## config.mk

```make
export PLATFORM = sky130hd
export DESIGN_NAME = cpu6502_effective_address_generator
export DESIGN_NICKNAME = d
export VERILOG_FILES = /design/src/sv/eag_pkg.sv /design/src/sv/eag_step.sv /design/src/sv/cpu6502_effective_address_generator.sv
export SDC_FILE = /design/constraint.sdc
export NUM_CORES = 1
export LEC_CHECK = 0
export ABC_AREA = 1
export BUFFER_PORTS_ARGS = -buffer_cell sky130_fd_sc_hd__buf_2
export CORE_UTILIZATION = 51
export CTS_BUF_LIST = sky130_fd_sc_hd__clkbuf_4 sky130_fd_sc_hd__clkbuf_8
export CTS_CLUSTER_DIAMETER = 40
export DETAILED_ROUTE_END_ITERATION = 7
export PLACE_DENSITY = 0.7
export SYNTH_ARGS = -nofsm -noshare
export SYNTH_HDL_FRONTEND = slang
export SYNTH_SLANG_ARGS = --single-unit
```

## constraint.sdc

```tcl
create_clock -name clk -period 6.55 [get_ports clk]
set_clock_uncertainty 0.1 [all_clocks]
set_input_delay 0.3275 -clock clk [delete_from_list [all_inputs] [get_ports clk]]
set_output_delay 0.3275 -clock clk [all_outputs]
set_load 0.005 [all_outputs]
```

## src/sv/eag_pkg.sv

```systemverilog
// Shared types and constants for the 6502 effective address generator.
package eag_pkg;

    // Addressing modes as they arrive in the mode field of a start request.
    localparam logic [3:0] MODE_IMP = 4'd0;
    localparam logic [3:0] MODE_IMM = 4'd1;
    localparam logic [3:0] MODE_ZP  = 4'd2;
    localparam logic [3:0] MODE_ZPX = 4'd3;
    localparam logic [3:0] MODE_ZPY = 4'd4;
    localparam logic [3:0] MODE_ABS = 4'd5;
    localparam logic [3:0] MODE_ABX = 4'd6;
    localparam logic [3:0] MODE_ABY = 4'd7;
    localparam logic [3:0] MODE_IND = 4'd8;
    localparam logic [3:0] MODE_IZX = 4'd9;
    localparam logic [3:0] MODE_IZY = 4'd10;
    localparam logic [3:0] MODE_REL = 4'd11;

    // Request kinds.
    localparam logic KIND_START = 1'b0;
    localparam logic KIND_BYTE  = 1'b1;

    // Sequencer phases: which operand or pointer byte is awaited next.
    localparam logic [2:0] PH_IDLE   = 3'd0;
    localparam logic [2:0] PH_FIRST  = 3'd1;
    localparam logic [2:0] PH_SECOND = 3'd2;
    localparam logic [2:0] PH_THIRD  = 3'd3;
    localparam logic [2:0] PH_FOURTH = 3'd4;

    localparam logic [15:0] PAGE_MASK = 16'hFF00;
    localparam logic [7:0]  SIGN_BIT  = 8'h80;

    typedef struct packed {
        logic        kind;
        logic [3:0]  mode;
        logic [15:0] pc_start;
        logic [7:0]  index_x;
        logic [7:0]  index_y;
        logic [7:0]  read_byte;
    } eag_item_t;

    typedef struct packed {
        logic        done_res;
        logic [15:0] address;
        logic        page_crossed;
        logic [15:0] next_pc;
        logic        protocol_error;
    } eag_result_t;

    typedef struct packed {
        logic        busy;
        logic [3:0]  mode_held;
        logic [2:0]  phase;
        logic [15:0] pc_held;
        logic [7:0]  x_held;
        logic [7:0]  y_held;
        logic [15:0] operand_word;
        logic [7:0]  pointer_low;
    } eag_state_t;

endpackage

```

## src/sv/eag_step.sv

```systemverilog
// Combinational sequencer step: one request against the held state.
module eag_step (
    input  eag_pkg::eag_item_t   item,
    input  eag_pkg::eag_state_t  st,
    output eag_pkg::eag_state_t  st_next,
    output eag_pkg::eag_result_t res
);
    import eag_pkg::*;

    logic [3:0]  start_mode;
    logic [7:0]  b;
    logic [15:0] pc1;
    logic [15:0] pc2;
    logic [15:0] abs_word;
    logic [15:0] abs_ea;
    logic [7:0]  abs_idx;
    logic [15:0] ptr_base;
    logic [15:0] izy_ea;
    logic [7:0]  zp_ptr;

    assign b          = item.read_byte;
    assign pc1        = st.pc_held + 16'd1;
    assign pc2        = st.pc_held + 16'd2;
    assign start_mode = (item.mode > MODE_REL) ? MODE_IMP : item.mode;
    assign abs_word   = {b, st.operand_word[7:0]};
    assign abs_idx    = (st.mode_held == MODE_ABX) ? st.x_held : st.y_held;
    assign abs_ea     = abs_word + {8'h00, abs_idx};
    assign ptr_base   = {b, st.pointer_low};
    assign izy_ea     = ptr_base + {8'h00, st.y_held};
    assign zp_ptr     = (st.mode_held == MODE_IZX) ? (b + st.x_held) : b;

    always_comb
    begin
        st_next = st;
        res     = '0;
        if (item.kind == KIND_START)
        begin
            if (st.busy)
            begin
                res.protocol_error = 1'b1;
            end
            else if (start_mode == MODE_IMP)
            begin
                res.done_res = 1'b1;
                res.next_pc  = item.pc_start;
            end
            else if (start_mode == MODE_IMM)
            begin
                res.done_res = 1'b1;
                res.address  = item.pc_start;
                res.next_pc  = item.pc_start + 16'd1;
            end
            else
            begin
                st_next.busy         = 1'b1;
                st_next.mode_held    = start_mode;
                st_next.pc_held      = item.pc_start;
                st_next.x_held       = item.index_x;
                st_next.y_held       = item.index_y;
                st_next.operand_word = '0;
                st_next.pointer_low  = '0;
                st_next.phase        = PH_FIRST;
                res.address          = item.pc_start;
            end
        end
        else if (!st.busy)
        begin
            res.protocol_error = 1'b1;
        end
        else
        begin
            // Default: finish. A phase that no mode expects finishes with zeros.
            st_next.busy  = 1'b0;
            st_next.phase = PH_IDLE;
            res.done_res  = 1'b1;
            case (st.mode_held) inside
                MODE_ZP, MODE_ZPX, MODE_ZPY, MODE_REL:
                begin
                    if (st.phase == PH_FIRST)
                    begin
                        res.next_pc = pc1;
                        if (st.mode_held == MODE_ZPX)
                            res.address = {8'h00, b + st.x_held};
                        else if (st.mode_held == MODE_ZPY)
                            res.address = {8'h00, b + st.y_held};
                        else if (st.mode_held == MODE_REL)
                            res.address = {{8{(b & SIGN_BIT) != 8'h00}}, b};
                        else
                            res.address = {8'h00, b};
                    end
                end
                MODE_ABS, MODE_ABX, MODE_ABY, MODE_IND:
                begin
                    if (st.phase == PH_FIRST)
                    begin
                        st_next.busy         = 1'b1;
                        st_next.phase        = PH_SECOND;
                        st_next.operand_word = {8'h00, b};
                        res.done_res         = 1'b0;
                        res.address          = pc1;
                    end
                    else if (st.phase == PH_SECOND)
                    begin
                        st_next.operand_word = abs_word;
                        if (st.mode_held == MODE_IND)
                        begin
                            st_next.busy  = 1'b1;
                            st_next.phase = PH_THIRD;
                            res.done_res  = 1'b0;
                            res.address   = abs_word;
                        end
                        else
                        begin
                            res.next_pc = pc2;
                            if (st.mode_held == MODE_ABS)
                            begin
                                res.address = abs_word;
                            end
                            else
                            begin
                                res.address      = abs_ea;
                                res.page_crossed = (abs_ea & PAGE_MASK) !=
                                                   (abs_word & PAGE_MASK);
                            end
                        end
                    end
                    else if (st.mode_held == MODE_IND && st.phase == PH_THIRD)
                    begin
                        // The high pointer byte comes from the same page,
                        // even when the low byte sits at the page end.
                        st_next.busy        = 1'b1;
                        st_next.phase       = PH_FOURTH;
                        st_next.pointer_low = b;
                        res.done_res        = 1'b0;
                        res.address         = {st.operand_word[15:8],
                                               st.operand_word[7:0] + 8'd1};
                    end
                    else if (st.mode_held == MODE_IND && st.phase == PH_FOURTH)
                    begin
                        res.address = ptr_base;
                        res.next_pc = pc2;
                    end
                end
                MODE_IZX, MODE_IZY:
                begin
                    if (st.phase == PH_FIRST)
                    begin
                        st_next.busy         = 1'b1;
                        st_next.phase        = PH_SECOND;
                        st_next.operand_word = {8'h00, zp_ptr};
                        res.done_res         = 1'b0;
                        res.address          = {8'h00, zp_ptr};
                    end
                    else if (st.phase == PH_SECOND)
                    begin
                        // Pointer high byte wraps within page zero.
                        st_next.busy        = 1'b1;
                        st_next.phase       = PH_THIRD;
                        st_next.pointer_low = b;
                        res.done_res        = 1'b0;
                        res.address         = {8'h00, st.operand_word[7:0] + 8'd1};
                    end
                    else if (st.phase == PH_THIRD)
                    begin
                        res.next_pc = pc1;
                        if (st.mode_held == MODE_IZX)
                        begin
                            res.address = ptr_base;
                        end
                        else
                        begin
                            res.address      = izy_ea;
                            res.page_crossed = (izy_ea & PAGE_MASK) !=
                                               (ptr_base & PAGE_MASK);
                        end
                    end
                end
                default:
                begin
                end
            endcase
        end
    end

endmodule

```

## src/sv/cpu6502_effective_address_generator.sv

```systemverilog
// Top level of the 6502 effective address generator.
//
// This block walks a 6502 addressing mode one memory byte at a time. A start
// request carries the mode, the PC of the first operand byte and the X and Y
// registers; each following byte request carries the byte read at the last
// address the block asked for. Every request produces exactly one result:
// either the next read address (done_res low) or, with done_res high, the
// effective address, the page-cross flag and the PC after the operands. In
// relative mode the finished address is the sign-extended branch offset.
// Indirect mode keeps the original pointer page-wrap behavior, and zero-page
// pointers wrap within page zero. A start while a computation is open, or a
// byte while idle, is answered with protocol_error and otherwise ignored.
// The block accepts one request per clock while item_stall is low. A request
// is registered at the input; the sequencer step runs on it once the result
// slot is free or being emptied, and the held state and the result register
// are updated together from it. The result register lets a new request be
// taken while a finished result waits; only when both the input stage and
// the result register are full and the result is stalled does item_stall
// rise.
module cpu6502_effective_address_generator (
    input  logic                 clk,
    input  logic                 rst_n,
    input  logic                 item_valid,
    output logic                 item_stall,
    input  eag_pkg::eag_item_t   item,
    output logic                 result_valid,
    input  logic                 result_stall,
    output eag_pkg::eag_result_t result
);
    import eag_pkg::*;

    logic        s1_valid_reg;
    logic        s1_valid_next;
    eag_item_t   s1_item_reg;
    eag_state_t  state_reg;
    eag_state_t  state_next;
    logic        result_valid_reg;
    logic        result_valid_next;
    eag_result_t result_reg;
    eag_result_t step_res;
    logic        advance;
    logic        take;

    // The step stage fires when it holds a request and the result slot is
    // free or is being emptied in this cycle.
    assign advance = s1_valid_reg && (!result_valid_reg || !result_stall);
    assign take    = item_valid && !item_stall;

    assign item_stall   = s1_valid_reg && !advance;
    assign result_valid = result_valid_reg;
    assign result       = result_reg;

    eag_step u_step (
        .item    (s1_item_reg),
        .st      (state_reg),
        .st_next (state_next),
        .res     (step_res)
    );

    always_comb
    begin
        s1_valid_next = take || (s1_valid_reg && !advance);
        if (advance)
            result_valid_next = 1'b1;
        else
            result_valid_next = result_valid_reg && result_stall;
    end

    always_ff @(posedge clk or negedge rst_n)
    begin
        if (!rst_n)
        begin
            s1_valid_reg     <= 1'b0;
            result_valid_reg <= 1'b0;
            state_reg        <= '0;
        end
        else
        begin
            s1_valid_reg     <= s1_valid_next;
            result_valid_reg <= result_valid_next;
            if (advance)
                state_reg <= state_next;
        end
    end

    always_ff @(posedge clk)
    begin
        if (take)
            s1_item_reg <= item;
        if (advance)
            result_reg <= step_res;
    end

endmodule

```

Word-level counts from Yosys, hierarchy flattened
Index checks and enable logic that the tools add are counted.
Widths: inputs -> output; s select.

operators by class
  $add $sub $neg = 8
  order comparisons = 1
  equal/unequal tests = 30
  multiplexer cells = 94
  bitwise operators = 4
  reduce and logical (&&, ||, !) cells = 22

operators with widths
  cell                   count
  $mux 16                27
  $mux 64                3
  $mux 17                10
  $mux 24                5
  $mux 8                 7
  $mux 34                1
  $mux 33                1
  $add 16x1->16 const B  2
  $add 16x8->16          2
  $mux 1                 28
  $mux 3                 9
  $add 16x2->16 const B  1
  $add 8x8->8            2
  $eq 4x3->1 const B     4
  $eq 4x4->1 const B     4
  $ne 8x8->1             2
  $ne 3x1->1 const B     4
  $reduce_and 11->1      1
  $ne 2x2->1 const B     5
  $reduce_and 5->1       2
  $reduce_and 9->1       1
  $add 8x1->8 const B    1
  $eq 4x2->1 const B     2
  $reduce_and 8->1       1
  18 further kinds       34

storage, ports and cells
  register bits after elaboration = 146
  output and inout port bits = 37
  word-level logic and storage cells = 181

Depth between registers and ports, before layout
Gate-level depths: netlist of run 1.

  depth in word-level cells = 12
  gate-level depth with buffers = 20
  gate-level depth less buffers = 20

Modules after synthesis
A second synthesis of run 1 with hierarchy kept.

unflattened totals
  cell total of the unflattened synthesis = 1718
  area, all modules = 11651.2 um^2

by module, submodules not included
  module                               instances  cells an instance  area an instance (um^2)  sequential area each (um^2)
  eag_step                             1          1349               6630.1                   0.0
  cpu6502_effective_address_generator  1          369                5021.1                   4053.9

Worst setup path after synthesis of run 1
OpenSTA, ideal clock, no wires.

  path type = register to register
  start = register state_reg[62] (netlist name)
  end = register result_reg (netlist bit result[30]) (data pin)
  library setup time = 0.273 ns
  arrival = 2.517 ns
  data required time = 6.177 ns
  slack = 3.661 ns
  stages on the path, launching flop included = 18
  path buffers = 0
  path through = dfrtp_1 nor2_2 nand2_1 mux2_2 ha_1 inv_1 fa_1 nand3b_1 nand2_1 nand2_1 nand2_1 nand2_1 o21ai_0 nand3_1 nand2_1 nand2_1 nand2_1 a21oi_1

RTL lines
  what                      RTL line                                   RTL
  start: declaration        cpu6502_effective_address_generator.sv:35  eag_state_t state_reg;
  start signal: assignment  cpu6502_effective_address_generator.sv:82  state_reg <= state_next;
  end signal: assignment    cpu6502_effective_address_generator.sv:91  result_reg <= step_res;
  end: declaration          cpu6502_effective_address_generator.sv:39  eag_result_t result_reg;

==> results of run 1 <==
what timing repair did:
item / 4_1_cts / 5_1_grt
endpoints found under the setup margin: 0 / 0
hold buffers: 46 / 0
gates resized for setup: 0 / 0
hold endpoints to repair: 46 / 0
cell usage in the layout (no fill, tap or decap), types with 5 or more instances in the layout:
| master | count |
|---|---|
| o21ai_1 | 6 |
| xnor2_1 | 15 |
| buf_4 | 6 |
| buf_2 | 85 |
| mux2_2 | 23 |
| edfxtp_1 | 80 |
| nor2_1 | 71 |
| xor2_1 | 23 |
| o21ai_2 | 9 |
| clkbuf_8 | 17 |
| o221ai_1 | 12 |
| or2_2 | 6 |
| inv_1 | 152 |
| inv_2 | 8 |
| a21oi_1 | 64 |
| o21ai_0 | 98 |
| nand3_1 | 109 |
| dfrtp_1 | 66 |
| nand2_1 | 366 |
| nor3_1 | 11 |
| nand4_1 | 20 |
| inv_6 | 5 |
| o22ai_1 | 9 |
| nor2_2 | 8 |
| a32o_1 | 8 |
| o211ai_1 | 17 |
| ha_1 | 43 |
| dlygate4sd3_1 | 46 |
worst reg2reg max path: stages (launching register included):
cell,delay (ns)
dfrtp_1,0.40
inv_1,0.10
nor2_1,0.05
nand2_1,0.65
inv_1,0.61
nand2_1,0.25
inv_1,0.09
nor2_2,0.47
inv_1,0.20
nand2_1,0.09
o21ai_0,0.08
a32o_1,0.24
how the worst min path moves through the flow:
stage | end
floorplan | result_valid$_DFF_PN0_
global placement | state_reg[39]$_DFFE_PN0P_
detailed placement | state_reg[35]$_DFFE_PN0P_
CTS | state_reg[11]$_DFFE_PN0P_
global route | result_valid$_DFF_PN0_
finish | state_reg[14]$_DFFE_PN0P_
per-layer routing:
layer	wire length (um)	global-route usage, %	up-vias
met5	0	0	-
met4	1530	16.8	0
met3	2660	6.80	114
met2	14300	50.3	500
met1	13400	41.7	4535
li1	-	-	4680
synth_stat cells (8+ instances only):
| library cell | number | area share [%] |
|---|---|---|
| o22ai_1 | 9 | 0.55 |
| nor3_1 | 11 | 0.54 |
| nand3_1 | 110 | 5.4 |
| dfrtp_1 | 66 | 16 |
| nand2_1 | 366 | 13 |
| nand4_1 | 20 | 1.2 |
| xnor2_1 | 15 | 1.3 |
| o211ai_1 | 17 | 1.2 |
| xor2_1 | 23 | 2.0 |
| clkbuf_1 | 18 | 0.66 |
| inv_1 | 153 | 5.6 |
| o21ai_2 | 9 | 0.77 |
| nor2_2 | 8 | 0.49 |
| edfxtp_1 | 80 | 23 |
| o221ai_1 | 12 | 1.0 |
| nor2_1 | 71 | 2.6 |
| o21ai_0 | 98 | 4.8 |
| buf_2 | 17 | 0.83 |
| mux2_2 | 23 | 2.5 |
| ha_1 | 43 | 5.2 |
| a32o_1 | 8 | 0.78 |
| a21oi_1 | 64 | 3.1 |
power by group:
part | internal [W] | switching (W)
sequential | 0.00124 | 0.000329
clock | 0.000326 | 0.000415
combinational | 0.000975 | 0.00184
total | 0.00254 | 0.00258
cell families (layout without fill, tap and decap cells):
family                   after synthesis  after routing  synth area share [%]
AND/OR/NAND/NOR                      608            608                  25.5
AO/OA/AOI/OAI                        251            251                  14.8
buffers and inverters                209            333                  8.40
flip-flops                           146            146                  39.5
adder cells (fa/ha/maj)               47             47                  6.02
XOR/XNOR                              38             38                  3.24
multiplexers                          23             23                  2.52
cell type report:
cell class                      count  area, um^2  share of cell area, %
Multi-Input combinational cell    967        5360                   45.8
Sequential cell                   146        4050                   34.6
Timing Repair Buffer              137         931                   7.95
Inverter                          164         623                   5.32
Tap cell                          265         332                   2.83
Clock buffer                       18         241                   2.06
Clock inverter                     14         166                   1.42
metrics by stage:
step / worst slack (ns) / utilization, %
after floorplan: 3.66 / -
after global placement: 3.26 / 55.3
after detailed placement: 3.13 / 55.3
after CTS: 3.11 / 59.7
after global routing: 2.81 / 59.7
final: 2.98 / 59.7
==> Flow_metrics.wiki, run 1 <==
{| class="wikitable"
! Metric !! Value
|-
| Result of the run || finished with violations
|-
| Violations in the final reports || hold timing
|-
| Total GRT Usage || 32.2%
|-
| Global-route wire length before repair || 49100 um
|-
| Vias per cell || 5.74
|-
| Area growth syn-to-layout || 14.0%
|-
| Nets || 1529
|-
| Overall via count from detail_route || 9829
|-
| Async set-or-reset flop fraction in the synthesized netlist || 45.2%
|-
| Worst slew pin tran || 1.20 ns
|-
| Routability Congestion || 0.986
|-
| Endpoint kind of the worst setup timing path || register
|-
| Number of buffers created by CTS || 17
|-
| Mapped cell area || 10300 um^2
|-
| Cell Count, Final, Fillers Out || 1711
|-
| Initial antenna violation count || 0
|-
| Endpoint of the most critical register-to-register path || result[8]$_DFFE_PP_
|-
| Max incr delay on CP || 0.65 ns
|-
| Antenna-violating nets left || 0
|-
| Commonest register cell after synthesis || edfxtp_1
|-
| Part of the Yosys area used for sequential elements || 39.5%
|-
| Post-CTS repair timing setup buffer count || 0
|-
| Count of maximum capacitance violations || 0
|-
| Class of the worst hold path || primary input to async pin
|-
| DR pass1 iterations || 5
|-
| Maximum achievable frequency || 0.280 GHz
|-
| Setup crit start || state_reg[56]$_DFFE_PN0P_
|-
| Core Area || 19600 um^2
|-
| Critical register-to-register path startpoint || state_reg[56]$_DFFE_PN0P_
|-
| Final worst-path cycle share || 54.5%
|-
| Clock transition at path regs || 0.10 ns
|-
| Remaining max-slew budget at the tightest pin || 19.5%
|-
| Unrepaired setup endpoints after global routing || false
|-
| CTS root buffer || clkbuf_8
|-
| Aggregate routed wire length || 31900 um
|-
| Largest fanout on the critical path || 24
|-
| Kind of cell with the highest combined delay on the critical path || simple AND/OR/NAND/NOR gates
|-
| Detailed router's first-iteration violation count || 851
|-
| Worst setup slack for register-to-register paths || 2.98 ns
|-
| Critical path buffers and inverters || 4
|-
| Worst reg2reg path depth || 11
|-
| Fraction of final layout cells with drive strength greater than 1 || 13.6%
|-
| Clock tree from TritonCTS || built
|-
| Count of synthesis-stage warnings from yosys || 0
|-
| Mean area per synthesized cell || 7.77 um^2
|-
| Final worst path period need || 3.57 ns
|-
| Setup TNS || 0 ns
|-
| Count of state elements after synthesis || 146
|-
| GR Overflow Total || 0
|-
| Worst Setup Start Kind || register
|-
| Clk buf depth || 2
|-
| Yosys cell types || 55
|-
| Gate count after technology mapping || 1322
|-
| End point of the critical path || result[8]$_DFFE_PP_
|-
| Cell Area, Placed || 10800 um^2
|-
| Data required time at the worst endpoint || 6.69 ns
|-
| Number of inserted filler cells in the final layout || 1778
|-
| Port-buffer cells || 85
|-
| Area of the die || 20700 um^2
|-
| Vertical die dimension || 144 um
|-
| Slowest cell on the critical path || nand2_1
|-
| Overall power consumption || 0.00513 W
|-
| Starting density of the core || 52.4%
|-
| Number of cell rows || 51
|-
| Critical Path, Cell by Cell || inv_1, nor2_1, nand2_1, inv_1, nand2_1, inv_1, nor2_2, inv_1, nand2_1, o21ai_0, a32o_1
|-
| Maximum VDD drop || 0.212 mV
|-
| Type of the worst setup path || register to register
|-
| Routed wire per std cell || 18.6 um
|-
| Endpoints failing hold || 37
|-
| Largest net degree at the start of global routing || 67
|-
| Diodes inserted || 0
|-
| H-tree depth || 4
|-
| Slew Limit Fails || 0
|-
| HPWL reported at the end of detailed placement || 23700 um
|-
| TritonCTS sink count || 146
|-
| Hold WS || -0.0144 ns
|-
| Count of endpoints failing setup in the final report || 0
|-
| Max FFs per register || 64
|-
| LEAKAGE || 5.42 nW
|-
| Cell type with the highest occurrence count on the critical path || inv_1
|-
| Number of global-route vias before repair || 9264
|-
| Power density over cell area || 438 nW/um^2
|-
| Total stage count of the critical path || 11
|-
| Dpl cells || 1633
|-
| Finished layout cell area || 11700 um^2
|-
| Syn nets || 1418
|-
| Drc violations || 0
|-
| Count of flip-flops with a built-in enable after synthesis || 80
|-
| Width of the chip || 144 um
|-
| CP arrival || 3.71 ns
|-
| Insertion delay of the later-clocked pin in the worst-skew pair || 0.48 ns
|-
| Number of primary I/O pins || 86
|}
Note: power is estimated with default switching activity, not from simulation.
==> run 2: changes to the inputs <==
Settings changed: ABC_AREA 1 to 0.
Clock period 6.55 ns to 3.6 ns, I/O delays scaled along.
==> Flow_metrics.wiki, run 2 <==
{| class="wikitable"
! Metric !! Value
|-
| CTS root buffer || clkbuf_8
|-
| Mean area per synthesized cell || 9.77 um^2
|-
| Vertical die dimension || 143 um
|-
| GR Overflow Total || 0
|-
| Critical path buffers and inverters || 2
|-
| Part of the Yosys area used for sequential elements || 40.2%
|-
| Maximum VDD drop || 0.402 mV
|-
| Count of flip-flops with a built-in enable after synthesis || 80
|-
| Commonest non-fill, non-tap cells in the layout || 117 x nand2_1, 85 x buf_2, 80 x edfxtp_1
|-
| Critical register-to-register path startpoint || state_reg[62]$_DFFE_PN0P_
|-
| Number of buffers created by CTS || 17
|-
| Count of maximum capacitance violations || 0
|-
| Routability Congestion || 1.07
|-
| Initial antenna violation count || 0
|-
| Mapped cell area || 10100 um^2
|-
| Combinational family with the most area after synthesis || compound AO/OA/AOI/OAI gates
|-
| Hold WS || 0.282 ns
|-
| Diodes inserted || 0
|-
| Data required time at the worst endpoint || 3.81 ns
|-
| Drc violations || 0
|-
| H-tree depth || 4
|-
| Final worst path period need || 3.38 ns
|-
| Width of the chip || 143 um
|-
| Power density over cell area || 787 nW/um^2
|-
| Max incr delay on CP || 0.42 ns
|-
| Endpoint kind of the worst setup timing path || register
|-
| Clock tree from TritonCTS || built
|-
| Largest fanout on the critical path || 9
|-
| Clock transition at path regs || 0.10 ns
|-
| Clk buf depth || 2
|-
| Core Area || 19400 um^2
|-
| Unrepaired setup endpoints after global routing || false
|-
| Remaining max-slew budget at the tightest pin || 30.8%
|-
| Count of synthesis-stage warnings from yosys || 0
|-
| Area growth syn-to-layout || 17.0%
|-
| Detailed router's first-iteration violation count || 1186
|-
| Largest net degree at the start of global routing || 46
|-
| Setup TNS || 0 ns
|-
| Multiplexer share of the synthesized area || 5.32%
|-
| Kind of cell with the highest combined delay on the critical path || simple AND/OR/NAND/NOR gates
|-
| Area fraction of the dominant cell type after synthesis || 23.9%
|-
| Port-buffer cells || 85
|-
| Most common cell after layout, fill and taps aside || nand2_1
|-
| Worst slew pin tran || 1.04 ns
|-
| Setup crit start || state_reg[62]$_DFFE_PN0P_
|-
| Compound-Gate Fraction of Synth Area || 20.9%
|-
| Max FFs per register || 64
|-
| Slowest cell on the critical path || or3_4
|-
| Number of primary I/O pins || 86
|-
| Final worst-path cycle share || 93.8%
|-
| Vias per cell || 6.33
|-
| Starting density of the core || 51.9%
|-
| DR pass1 iterations || 6
|-
| Gate count after technology mapping || 1031
|-
| CP arrival || 3.59 ns
|-
| Post-synthesis share of cell area spent on and, or, nand and nor gates || 17.4%
|-
| Overall via count from detail_route || 9126
|-
| Total GRT Usage || 34.2%
|-
| Number of global-route vias before repair || 8423
|-
| Number of inserted filler cells in the final layout || 1707
|-
| Critical Path, Cell by Cell || nand2b_1, nor3b_2, buf_4, mux2_2, ha_1, inv_1, fa_1, nor2b_1, o2111a_1, or3_4, nand3_1, mux2i_1, nand4_1, a211oi_2
|-
| Synth Area in Adders || 6.14%
|-
| Async set-or-reset flop fraction in the synthesized netlist || 45.2%
|-
| Worst Setup Start Kind || register
|-
| Nets || 1260
|-
| TritonCTS sink count || 146
|-
| Yosys cell types || 91
|-
| Class of the worst hold path || primary input to async pin
|-
| Type of the worst setup path || register to register
|-
| Maximum achievable frequency || 0.296 GHz
|-
| Antenna-violating nets left || 0
|-
| Min setup slack post-route || 0.224 ns
|-
| Count of endpoints failing setup in the final report || 0
|-
| LEAKAGE || 4.63 nW
|-
| Post-synthesis xor/xnor area fraction || 5.91%
|-
| Area of the die || 20300 um^2
|-
| Aggregate routed wire length || 33400 um
|-
| Largest area contributor in the synthesized netlist || edfxtp_1
|-
| Syn nets || 1127
|-
| Dpl ws || 0.205 ns
|-
| Insertion delay of the later-clocked pin in the worst-skew pair || 0.48 ns
|-
| Slew Limit Fails || 0
|-
| Synth area leaders || edfxtp_1 24%, dfrtp_1 16%, ha_1 5.3%
|-
| Global-route wire length before repair || 50800 um
|-
| Commonest cells in the synthesized netlist || 117 x nand2_1, 80 x edfxtp_1, 66 x dfrtp_1
|-
| Fraction of final layout cells with drive strength greater than 1 || 20.7%
|-
| HPWL reported at the end of detailed placement || 24400 um
|-
| Endpoints failing hold || 0
|-
| Number of cell rows || 51
|-
| Commonest register cell after synthesis || edfxtp_1
|-
| Count of state elements after synthesis || 146
|-
| Overall power consumption || 0.00927 W
|-
| Routed wire per std cell || 23.1 um
|-
| Result of the run || complete, no violations
|-
| Most frequently used cell type in the post-synthesis netlist || nand2_1
|}
-- run 2: metal layers --
metal	up-vias	wire (um)	track usage (%)
met3	97	4030	8.45
met5	-	0	0
li1	4156	-	-
met4	0	1310	14.4
met1	4301	14000	48.6
met2	572	14000	49.2
-- run 2: area by class of cell --
cell class | count | area [um^2] | share of cell area (%)
Timing Repair Buffer | 174 | 1220 | 10.3
Multi-Input combinational cell | 800 | 5620 | 47.7
Clock inverter | 15 | 234 | 1.99
Sequential cell | 146 | 4050 | 34.4
Clock buffer | 17 | 234 | 1.99
Tap cell | 265 | 332 | 2.81
Inverter | 25 | 95.1 | 0.807
-- run 2: where the power goes --
part           internal (W)  switching, W  leakage, nW
Clock              0.000732      0.000785        0.230
Sequential          0.00223      0.000666         1.61
Combinational       0.00194       0.00292         2.79
-- run 2: cells by family after synthesis --
group                      after synthesis
and+or+nand+nor                        336
muxes                                   48
xor gates and xnor gates                68
adders and majority gates               47
DFF                                    146
buffers and inverters                   85
AOI/OAI and AO/OA                      301
-- run 2: stage by stage --
step / std cells / util [%] / instance area, um^2
after floorplan: 1031 / - / 10100
after global placement: 1361 / 55.8 / 10800
after detailed placement: 1361 / 55.8 / 10800
after CTS: 1442 / 60.7 / 11800
after global routing: 1442 / 60.7 / 11800
final: 1442 / 60.7 / 11800
-- run 2: path summary, 6_finish.rpt --
check | cells past startpoint | to | slack, ns
setup / recovery | 14 | result[30]$_DFFE_PP_ | 0.22
hold / removal | 2 | state_reg[53]$_DFFE_PN0P_ | 0.28
setup reg to reg | 14 | result[30]$_DFFE_PP_ | 0.22
hold reg to reg | 1 | state_reg[38]$_DFFE_PN0P_ | 0.38
max in group asynchronous | 3 | state_reg[7]$_DFFE_PN0P_ | 2.28
min in group clk | 2 | s1_item_reg[10]$_DFFE_PP_ | 0.30
-- run 2: timing repair --
item / in CTS / in global routing
resized for setup: 0 / 1
hold buffers: 49 / 0
setup endpoints to repair: 0 / 3
buffers inserted: 0 / 0
endpoints found under the hold margin: 79 / 0
==> run 3: changes to the inputs <==
Settings changed: ABC_AREA 0 to unset, RECOVER_POWER set to 100.
==> Flow_metrics.wiki, run 3 (same netlist as run 2, synthesis figures left out) <==
{| class="wikitable"
! Metric !! Value
|-
| Endpoints failing hold || 0
|-
| CTS root buffer || clkbuf_8
|-
| Result of the run || finished with violations
|-
| Clk buf depth || 2
|-
| Worst Setup Start Kind || register
|-
| Vertical die dimension || 143 um
|-
| Clock transition at path regs || 0.10 ns
|-
| Drc violations || 0
|-
| Finished layout cell area || 11700 um^2
|-
| Diodes inserted || 0
|-
| Area growth syn-to-layout || 15.9%
|-
| Maximum achievable frequency || 0.287 GHz
|-
| Final worst-path cycle share || 96.9%
|-
| Cell Area, Placed || 10800 um^2
|-
| Kind of cell with the highest combined delay on the critical path || compound AO/OA/AOI/OAI gates
|-
| Count of maximum capacitance violations || 3
|-
| Final worst path period need || 3.49 ns
|-
| Detailed router's first-iteration violation count || 1125
|-
| Vias per cell || 6.37
|-
| Worst slew pin tran || 2.18 ns
|-
| Type of the worst setup path || register to register
|-
| Width of the chip || 143 um
|-
| Max FFs per register || 64
|-
| LEAKAGE || 4.54 nW
|-
| Slowest cell on the critical path || o21ai_1
|-
| Count of endpoints failing setup in the final report || 0
|-
| Routed wire per std cell || 23.0 um
|-
| Most common cell after layout, fill and taps aside || nand2_1
|-
| Largest fanout on the critical path || 15
|-
| Initial antenna violation count || 0
|-
| Fraction of final layout cells with drive strength greater than 1 || 17.5%
|-
| Insertion delay of the later-clocked pin in the worst-skew pair || 0.47 ns
|-
| Endpoint kind of the worst setup timing path || register
|-
| Cell type with the highest occurrence count on the critical path || buf_4
|-
| TritonCTS sink count || 146
|-
| Unrepaired setup endpoints after global routing || false
|-
| DR pass1 iterations || 5
|-
| Number of cell rows || 51
|-
| Critical Path, Cell by Cell || buf_4, or4b_1, o21ai_1, nor2_1, a2111oi_1, buf_4, o21ai_0
|-
| CP arrival || 3.56 ns
|-
| Largest net degree at the start of global routing || 46
|-
| Slew Limit Fails || 118
|-
| Routability Congestion || 1.07
|-
| Setup TNS || 0 ns
|-
| Number of global-route vias before repair || 8423
|-
| Dpl cells || 1361
|-
| Max incr delay on CP || 0.73 ns
|-
| Antenna-violating nets left || 0
|-
| Overall via count from detail_route || 9189
|-
| Area of the die || 20300 um^2
|-
| Class of the worst hold path || primary input to register
|-
| Number of buffers created by CTS || 17
|-
| Total GRT Usage || 34.2%
|-
| H-tree depth || 4
|-
| Core Area || 19400 um^2
|-
| Critical path buffers and inverters || 2
|-
| Data required time at the worst endpoint || 3.67 ns
|-
| HPWL reported at the end of detailed placement || 24400 um
|-
| Nets || 1260
|-
| Global-route wire length before repair || 50800 um
|-
| Remaining max-slew budget at the tightest pin || -45.5%
|-
| Power density over cell area || 787 nW/um^2
|-
| Number of primary I/O pins || 86
|-
| Violations in the final reports || capacitance limit, slew limit
|-
| Clock tree from TritonCTS || built
|-
| Commonest non-fill, non-tap cells in the layout || 117 x nand2_1, 80 x edfxtp_1, 66 x a21oi_1, 66 x dfrtp_1, 65 x buf_2
|-
| Port-buffer cells || 85
|-
| Cell Count, Final, Fillers Out || 1442
|-
| GR Overflow Total || 0
|-
| Maximum VDD drop || 0.401 mV
|-
| Aggregate routed wire length || 33200 um
|-
| Post-CTS repair timing setup buffer count || 0
|-
| Overall power consumption || 0.00918 W
|-
| Starting density of the core || 51.9%
|}
## run 3: cell type report
cell class	instances	area, um^2
multi-input combinational	800	5540
clock inverter	15	234
timing repair buffer	174	1180
inverter	25	95.1
clock buffer	17	234
fill	1727	7730
sequential	146	4050
tap	265	332
## run 3: worst paths after layout
kind                                                start                         to  slack (ns)  depth (start not counted)
worst max-delay path            state_reg[59]$_DFFE_PN0P_       result[34]$_DFFE_PP_        0.11                          7
worst min register to register  s1_item_reg[21]$_DFFE_PP_  state_reg[37]$_DFFE_PN0P_        0.38                          1
worst max register to register  state_reg[59]$_DFFE_PN0P_       result[34]$_DFFE_PP_        0.11                          7
worst min-delay path                             item[18]  s1_item_reg[18]$_DFFE_PP_        0.31                          2
max in group asynchronous                           rst_n  state_reg[57]$_DFFE_PN0P_        0.67                          3
min in group asynchronous                           rst_n  state_reg[53]$_DFFE_PN0P_        0.78                          2
## run 3: power breakdown
group          internal, W  switching, W  leakage (nW)  total, W
combinational      0.00189       0.00288          2.70   0.00477
clock             0.000732      0.000786         0.230   0.00152
sequential         0.00223      0.000664          1.61   0.00289
## run 3: what timing repair did
| action | in CTS | in global routing |
|---|---|---|
| hold buffers | 49 | 0 |
| resized for setup | 0 | 1 |
| endpoints found under the setup margin | 0 | 3 |
| endpoints found under the hold margin | 79 | 0 |
## run 3: stage by stage
stage          hold slack [ns]  setup slack (ns)  utilization [%]
6_report                 0.308             0.112             60.2
3_3_place_gp             0.242             0.204             55.8
4_1_cts                  0.291             0.160             60.7
3_5_place_dp             0.258             0.205             55.8
2_1_floorplan           -0.216             0.182                -
5_1_grt                  0.296            0.0144             60.2
## run 3: routing by layer
metal	track usage, %	vias up	wire [um]
met2	49.2	594	13900
li1	-	4153	-
met4	14.4	0	1260
met5	0	-	0
met1	48.6	4343	14100
met3	8.45	99	3890
